[src/design/pswf_pkg.sv]
`default_nettype none
package pswf_pkg;

   localparam int TIME_W  = 32;
   localparam int LEVEL_W = 24;
   // ramp magnitude |high - low| needs one bit more than a level
   localparam int MAG_W   = LEVEL_W + 1;
   localparam int PROD_W  = MAG_W + TIME_W;
   localparam int CSR_IDX_W = 3;

   typedef enum logic [CSR_IDX_W-1:0] {
      CSR_LOW_LEVEL   = 3'd0,
      CSR_HIGH_LEVEL  = 3'd1,
      CSR_DELAY_TIME  = 3'd2,
      CSR_RISE_TIME   = 3'd3,
      CSR_FALL_TIME   = 3'd4,
      CSR_WIDTH_TIME  = 3'd5,
      CSR_PERIOD_TIME = 3'd6
   } csr_index_type;

   typedef enum logic [2:0] {
      PH_DELAY   = 3'd0,
      PH_RISING  = 3'd1,
      PH_HIGH    = 3'd2,
      PH_FALLING = 3'd3,
      PH_LOW     = 3'd4
   } phase_type;

   typedef struct packed {
      phase_type                  phase;
      logic signed [LEVEL_W-1:0]  from;
      logic                       neg;
   } ramp_side_type;

endpackage
`default_nettype wire

[src/design/pswf_mod_pipe.sv]
`default_nettype none
module pswf_mod_pipe (
   input  logic                          clock,
   input  logic                          reset,
   input  logic                          adv,
   input  logic                          in_valid,
   input  logic [pswf_pkg::TIME_W-1:0]   in_dividend,
   input  logic [pswf_pkg::TIME_W-1:0]   in_divisor,
   input  logic                          in_pre,
   output logic                          out_valid,
   output logic [pswf_pkg::TIME_W-1:0]   out_rem,
   output logic                          out_pre
);
   import pswf_pkg::*;

   // zero period means no wrap: treat it as 2^TIME_W
   logic [TIME_W:0]   div_ext;
   logic [TIME_W-1:0] rem_st [TIME_W+1];
   logic [TIME_W-1:0] dvd_st [TIME_W+1];
   logic              val_st [TIME_W+1];
   logic              pre_st [TIME_W+1];

   assign div_ext   = {(in_divisor == '0), in_divisor};
   assign rem_st[0] = '0;
   assign dvd_st[0] = in_dividend;
   assign val_st[0] = in_valid;
   assign pre_st[0] = in_pre;

   for (genvar k = 0; k < TIME_W; k++) begin : g_step
      logic [TIME_W:0]   trial;
      logic [TIME_W-1:0] rem_ff, dvd_ff;
      logic              valid_ff, pre_ff;

      assign trial = {rem_st[k], dvd_st[k][TIME_W-1]};

      always_ff @(posedge clock) begin
         if (reset) begin
            valid_ff <= 1'b0;
         end else if (adv) begin
            valid_ff <= val_st[k];
         end
      end

      always_ff @(posedge clock) begin
         if (adv) begin
            if (trial >= div_ext) begin
               rem_ff <= TIME_W'(trial - div_ext);
            end else begin
               rem_ff <= trial[TIME_W-1:0];
            end
            dvd_ff <= dvd_st[k] << 1;
            pre_ff <= pre_st[k];
         end
      end

      assign rem_st[k+1] = rem_ff;
      assign dvd_st[k+1] = dvd_ff;
      assign val_st[k+1] = valid_ff;
      assign pre_st[k+1] = pre_ff;
   end

   assign out_valid = val_st[TIME_W];
   assign out_rem   = rem_st[TIME_W];
   assign out_pre   = pre_st[TIME_W];

endmodule
`default_nettype wire

[config.mk]
export PLATFORM = sky130hd
export DESIGN_NAME = pswf_mod_pipe
export DESIGN_NICKNAME = d
export VERILOG_FILES = /design/src/design/pswf_pkg.sv /design/src/design/pswf_mod_pipe.sv
export SDC_FILE = /design/constraint.sdc
export NUM_CORES = 2
export LEC_CHECK = 0
export BUFFER_PORTS_ARGS = -buffer_cell sky130_fd_sc_hd__buf_2
export CAP_MARGIN = 30
export CORE_ASPECT_RATIO = 1.75
export CORE_UTILIZATION = 29
export DETAILED_ROUTE_END_ITERATION = 10
export GPL_ROUTABILITY_DRIVEN = 0
export MAX_ROUTING_LAYER = met4
export PLACE_DENSITY = 0.46
export SYNTH_ARGS = -nofsm -noshare
export SYNTH_HDL_FRONTEND = slang
export SYNTH_SLANG_ARGS = --single-unit
export TNS_END_PERCENT = 50
[constraint.sdc]
create_clock -name clock -period 4.45 [get_ports clock]
set_input_delay 0 -clock clock [delete_from_list [all_inputs] [get_ports clock]]
set_output_delay 0 -clock clock [all_outputs]
set_load 0.01 [all_outputs]
======== Yosys cells after proc, flatten, opt, wreduce, memory -nomap -nowiden ========
Index checks and enable logic that the tools add are counted.
storage, ports and cells
  bits in registers ....................... 1584
  input bits .............................. 69
  output and inout bits ................... 34
  word-level logic and storage cells ...... 225
cells by class
  add/sub/neg operators ................... 32
  magnitude comparators ................... 32
  mux-type cells .......................... 32
  reductions and logical operators ........ 1
operators by type and width
  cell                                         count
  greater-or-equal comparator 33 bit           31
  two-way mux 32 bit                           31
  subtractor 32 bit                            31
  greater-or-equal comparator 1 x 33 -> 1 bit  1
  logical NOT 32 bit                           1
  subtractor 1 x 32 -> 32 bit                  1
  two-way mux 1 bit                            1

======== Logic depth before layout (Yosys ltp) ========
  depth after elaboration ................. 3
  gate-level depth with buffers ........... 17
  depth with buffers taken out ............ 16

======== Worst setup path before layout ========
Ideal clock, no wire load.
  kind .................................... input to register
  from .................................... input port in_divisor[14] in the netlist's numbering
  to ...................................... register g_step[31].rem_ff[12], in the netlist out_rem[12], data pin
  library setup time ...................... 0.260 ns
  arrival time ............................ 4.389 ns
  required time ........................... 4.190 ns
  setup slack ............................. -0.199 ns
  cell stages on the path ................. 15
  buffers on the path ..................... 1
  path through ............................ inv_1 > nand4_1 > nor4_1 > nand3_1 > nor4_1 > nand2b_1 > ha_1 > and3_1 > nand2_1 > nor4_1 > a211o_1 > nor3_1 > a21oi_1 > clkbuf_1 > mux2_2
on the way
  cells in the longest elaborated chain, start to end .. 3
RTL lines
  what                                    RTL line             source
  from (decl)                             pswf_mod_pipe.sv:8   input logic [pswf_pkg::TIME_W-1:0] in_divisor,
  logical NOT 32 bit                      pswf_mod_pipe.sv:23  assign div_ext = {(in_divisor == '0), in_divisor};
  greater-or-equal comparator 33 bit (*)  pswf_mod_pipe.sv:46  if (trial >= div_ext) begin
  two-way mux 32 bit (*)                  pswf_mod_pipe.sv:46
  to (signal assigned)                    pswf_mod_pipe.sv:47  rem_ff <= TIME_W'(trial - div_ext);
  to (signal assigned)                    pswf_mod_pipe.sv:49  rem_ff <= trial[TIME_W-1:0];
  to (decl)                               pswf_mod_pipe.sv:31  logic [TIME_W-1:0] rem_ff, dvd_ff;
Every way passes the cells marked *; elsewhere a longest branch is shown, timed or not.
A chain may end at the register's enable or synchronous reset.

======== Worst setup path in the final report ========
  from .................................... input port in_divisor[18] in the netlist's numbering
  to ...................................... register g_step[7].rem_ff[8], data pin
on the way
  cells in the longest elaborated chain, start to end .. 3
RTL lines
  what                                    RTL line
  logical NOT 32 bit                      pswf_mod_pipe.sv:23
  greater-or-equal comparator 33 bit (*)  pswf_mod_pipe.sv:46
  two-way mux 32 bit (*)                  pswf_mod_pipe.sv:46
  to (signal assigned)                    pswf_mod_pipe.sv:47
  to (signal assigned)                    pswf_mod_pipe.sv:49
  to (decl)                               pswf_mod_pipe.sv:31
Marks and branches as above.

==> impl_summary.txt <==
----------------------------------------------------
[Layout]
  Area of all placed cells without fillers ... 0.128 sq mm
  Final Net Count ... 12384
  Share of final-layout standard cells stronger than drive strength 1 ... 0.142
  Syn-to-layout area delta ... 16.7%
  Utilization after layout ... 0.340

[Place]
  HPWL after detailed placement ... 302000 um
  Buffers on Ports ... 102
  Instance area at placement ... 0.121 sq mm
  Post-Place Worst Slack ... -0.746 ns

[Critical path]
  R2R cell count ... 12
  Critical-path maximum fanout ... 11
  Setup crit start kind ... input port
  Worst setup slack for register-to-register paths ... 0.37 ns
  Worst path arrival time ... 4.80 ns
  Type of destination of the critical path ... flip-flop
  Reg-to-reg critical path endpoint ... g_step[24].rem_ff[19]$_DFFE_PP_
  WP data required ... 5.12 ns
  Type of the setup path with the least slack ... in -> reg
  Reg-to-Reg Start ... g_step[23].rem_ff[7]$_DFFE_PP_

[Synth]
  Synthesized netlist net count ... 11656
  Number of flops mapped to enable cells by yosys ... 1552
  Share of the synthesized area in the top cell type ... 0.425
  Portion of the post-synthesis area used by sequential elements ... 0.431
  Synth warnings ... 0
  Ranking of synthesized cells by instance count ... sky130_fd_sc_hd__edfxtp_1, sky130_fd_sc_hd__ha_1, sky130_fd_sc_hd__a21oi_1
  Predominant post-synthesis flop cell ... sky130_fd_sc_hd__edfxtp_1
  Gate Count Post-Synth ... 10531
  Unique cell type count in the Yosys netlist ... 102
  Dominant cell by count in the synthesized netlist ... sky130_fd_sc_hd__edfxtp_1
  Number of storage elements in the synthesis netlist ... 1584
  Area of the mapped netlist ... 0.110 sq mm
  Post-synthesis async set-or-reset flop share ... 0
  Largest cells by area after synthesis ... sky130_fd_sc_hd__edfxtp_1, sky130_fd_sc_hd__ha_1, sky130_fd_sc_hd__mux2_2
  Area leader, netlist ... sky130_fd_sc_hd__edfxtp_1
  Synth Area per Inst ... 10.4 sq um

[GRT]
  Pin count of the biggest net entering global routing ... 146
  Vias in the first global route ... 89906
  Sum of overflow across all layers after global routing ... 0
  Tot GR Track Use ... 0.209
  First-pass GRT wire length ... 574000 um
  Antenna violations before repair ... 18

[Power]
  Proportion of total power due to net switching ... 0.423
  P_sw ... 44.4 mW
  Fraction of power consumed by combinational cells ... 0.564
  Clock network fraction of design power ... 0.149
  Internal portion of total power ... 60.6 mW
  Power per unit of standard cell area ... 820 mW/mm^2
  Share of total power in sequential cells ... 0.287
  Leakage power total ... 51.0 nW
  Worst IR Drop VDD ... 0.413 mV

[Clocking]
  CTS Root Cell ... sky130_fd_sc_hd__clkbuf_16
  Longest Clk Path Bufs ... 4
  H-tree Lvls ... 4
  Number of buffers inserted to repair setup after CTS ... 0
  Clock tree sinks ... 1584
  Clock buffers created by TritonCTS ... 184
  Clock latency at the later pin of the worst-skew pair ... 0.97 ns
  TritonCTS clock tree ... built
  CTS clock-pin slew for the worst setup and hold paths ... 0.07 ns

[Worst hold path]
  Worst hold path stage count ... 8
  Launch instance of the worst min-delay path ... in_divisor[24]
  Destination of the worst hold path ... g_step[0].rem_ff[22]$_SDFFCE_PN0P_
  Class of the tightest hold or removal check ... in -> reg

[STA]
  Unrepaired setup endpoints after global routing ... no
  Final setup violating endpoints ... 0
  Final Hold Vio Count ... 0
  Hold slack ... 0.0494 ns
  Part of the cycle the worst path needs ... 0.927
  Worst-case headroom to the max-slew limit ... 0.282
  Fin. max-slew vios ... 0
  Final Skew ... 0.0529 ns
  Setup slack of the critical path after layout ... 0.324 ns
  Final critical delay including setup and external delays ... 4.13 ns
  Least-Margin Pin Slew ... 1.08 ns
  Maximum clock rate ... 242 MHz

[Routing]
  Post-detailed-route via-to-cell ratio ... 5.35
  First-pass detailed-route iteration total ... 8
  Number of nets with antenna violations after detailed routing ... 0
  DRT Wirelength ... 398000 um
  Drc violations ... 0
  Routed WL per cell ... 24.3 um
  Via total after detailed routing ... 87593
  Violation count after the first detailed-routing iteration ... 5663

[Die]
  Width of the die ... 467 um
  # IOs ... 103
  Starting density of the core ... 0.291
  Die height ... 815 um
  Die area ... 0.381 sq mm
  Total number of placement rows ... 298
  Core region area ... 0.376 sq mm

[Status]
  Outcome ... completed

[Job]
  Max-cap violation count ... 0

----------------------------------------------------
per-layer routing:
| layer | wire, um | up-vias | GRT usage | share of wire |
|---|---|---|---|---|
| li1 | - | 41414 | - | - |
| met1 | 135000 | 42737 | 0.194 | 0.34 |
| met2 | 211000 | 2315 | 0.386 | 0.53 |
| met3 | 15100 | 1127 | 0.0246 | 0.038 |
| met4 | 36300 | 0 | 0.163 | 0.091 |
| met5 | 0 | - | - | 0 |
cell families after synthesis:
kind of cell / Yosys count / synth area share
AOI/OAI and AO/OA: 3194 / 0.184
xor gates and xnor gates: 778 / 0.0621
adders and majority gates: 1056 / 0.123
buffers and inverters: 598 / 0.0218
DFF: 1584 / 0.431
muxes: 563 / 0.0577
and+or+nand+nor: 2758 / 0.120
metrics by stage:
step | power (mW) | setup TNS (ns) | std cells
after global routing | 112 | 0 | 16358
after global placement | 88.3 | -391.64 | 15938
final | 105 | 0 | 16358
after CTS | 105 | 0 | 16351
after detailed placement | 89.0 | -279.95 | 15938
after floorplan | 68.0 | 0 | 10531
power groups by stage:
stage,Sequential [mW],Combinational [mW],Clock [mW]
detailed placement,30.4,58.6,0
global route,30.3,64.9,16.6
CTS,30.2,59.1,16.2
floorplan,26.5,41.5,0
finish,30.1,59.2,15.6
global placement,30.5,57.7,0
repair_timing:
| action | in CTS | in global routing |
|---|---|---|
| hold buffers | 85 | 0 |
| resized for setup | 0 | 6 |
| setup endpoints to repair | 0 | 276 |
| hold endpoints to repair | 315 | 0 |
state kept, by name, indices dropped and copies added (netlist names):
register	cells
g_step.dvd_ff	496
g_step.pre_ff	31
g_step.rem_ff	992
g_step.valid_ff	31
out_pre	1
out_rem	32
out_valid	1
placed cells by master, fill, tap and decap left out, types with 34 or more instances in the layout:
| cell | count |
|---|---|
| sky130_fd_sc_hd__a211o_1 | 41 |
| sky130_fd_sc_hd__a211oi_1 | 95 |
| sky130_fd_sc_hd__a21boi_0 | 42 |
| sky130_fd_sc_hd__a21o_1 | 467 |
| sky130_fd_sc_hd__a21oi_1 | 965 |
| sky130_fd_sc_hd__a31oi_1 | 82 |
| sky130_fd_sc_hd__and2_1 | 55 |
| sky130_fd_sc_hd__and3_1 | 108 |
| sky130_fd_sc_hd__buf_12 | 87 |
| sky130_fd_sc_hd__buf_2 | 99 |
| sky130_fd_sc_hd__buf_4 | 528 |
| sky130_fd_sc_hd__clkbuf_16 | 186 |
| sky130_fd_sc_hd__clkinv_1 | 34 |
| sky130_fd_sc_hd__clkinv_2 | 49 |
| sky130_fd_sc_hd__dlygate4sd3_1 | 85 |
| sky130_fd_sc_hd__edfxtp_1 | 1552 |
| sky130_fd_sc_hd__ha_1 | 1025 |
| sky130_fd_sc_hd__inv_1 | 310 |
| sky130_fd_sc_hd__mux2_2 | 455 |
| sky130_fd_sc_hd__mux2i_1 | 83 |
| sky130_fd_sc_hd__nand2_1 | 780 |
| sky130_fd_sc_hd__nand2b_1 | 159 |
| sky130_fd_sc_hd__nand3_1 | 214 |
| sky130_fd_sc_hd__nand4_1 | 142 |
| sky130_fd_sc_hd__nor2_1 | 744 |
| sky130_fd_sc_hd__nor2b_1 | 148 |
| sky130_fd_sc_hd__nor3_1 | 153 |
| sky130_fd_sc_hd__nor4_1 | 48 |
| sky130_fd_sc_hd__o211ai_1 | 52 |
| sky130_fd_sc_hd__o21a_1 | 152 |
| sky130_fd_sc_hd__o21ai_0 | 733 |
| sky130_fd_sc_hd__o21bai_1 | 109 |
| sky130_fd_sc_hd__o31a_1 | 50 |
| sky130_fd_sc_hd__o31ai_1 | 82 |
| sky130_fd_sc_hd__or2_2 | 42 |
| sky130_fd_sc_hd__or3_1 | 53 |
| sky130_fd_sc_hd__xnor2_1 | 484 |
| sky130_fd_sc_hd__xor2_1 | 294 |
critical path, cell delays in order:
cell	delay [ns]
sky130_fd_sc_hd__dlygate4sd3_1	0.53
sky130_fd_sc_hd__buf_2	0.15
sky130_fd_sc_hd__nor4_4	0.31
sky130_fd_sc_hd__buf_4	0.16
sky130_fd_sc_hd__nand4_1	0.15
sky130_fd_sc_hd__nor4_1	0.29
sky130_fd_sc_hd__buf_4	0.16
sky130_fd_sc_hd__nand3_1	0.09
sky130_fd_sc_hd__nor4_1	0.26
sky130_fd_sc_hd__buf_4	0.18
sky130_fd_sc_hd__nand2b_4	0.23
sky130_fd_sc_hd__buf_4	0.29
sky130_fd_sc_hd__ha_1	0.31
sky130_fd_sc_hd__nand4_1	0.15
sky130_fd_sc_hd__nor4_1	0.33
sky130_fd_sc_hd__nand3_1	0.11
sky130_fd_sc_hd__o21ai_0	0.21
sky130_fd_sc_hd__nor3_1	0.07
sky130_fd_sc_hd__o21ai_0	0.10
sky130_fd_sc_hd__nand2_1	0.16
sky130_fd_sc_hd__buf_4	0.23
sky130_fd_sc_hd__mux2_2	0.29
worst max path at each step:
stage / from / endpoint / slack (ns) / cells past startpoint
3_5_place_dp: in_divisor[26] / g_step[27].rem_ff[26]$_DFFE_PP_ / -0.75 / 18
5_1_grt: in_divisor[18] / g_step[7].rem_ff[6]$_DFFE_PP_ / 0.05 / 22
2_1_floorplan: in_divisor[14] / out_rem[12]$_DFFE_PP_ / 0.13 / 15
3_3_place_gp: in_divisor[26] / g_step[27].rem_ff[26]$_DFFE_PP_ / -0.88 / 18
4_1_cts: in_divisor[18] / g_step[27].rem_ff[26]$_DFFE_PP_ / 0.01 / 19
6_report: in_divisor[18] / g_step[7].rem_ff[8]$_DFFE_PP_ / 0.32 / 22
area by class of cell:
| type | count | area, sq um |
|---|---|---|
| Clock buffer | 215 | 4780 |
| Inverter | 341 | 1330 |
| Antenna cell | 7 | 17.5 |
| Sequential cell | 1584 | 47200 |
| Multi-Input combinational cell | 8349 | 60200 |
| Timing Repair Buffer | 799 | 7050 |
| Fill cell | 37300 | 248000 |
| Clock inverter | 113 | 1150 |
| Tap cell | 4950 | 6190 |
No activity file was read; power rests on OpenSTA's default activity.
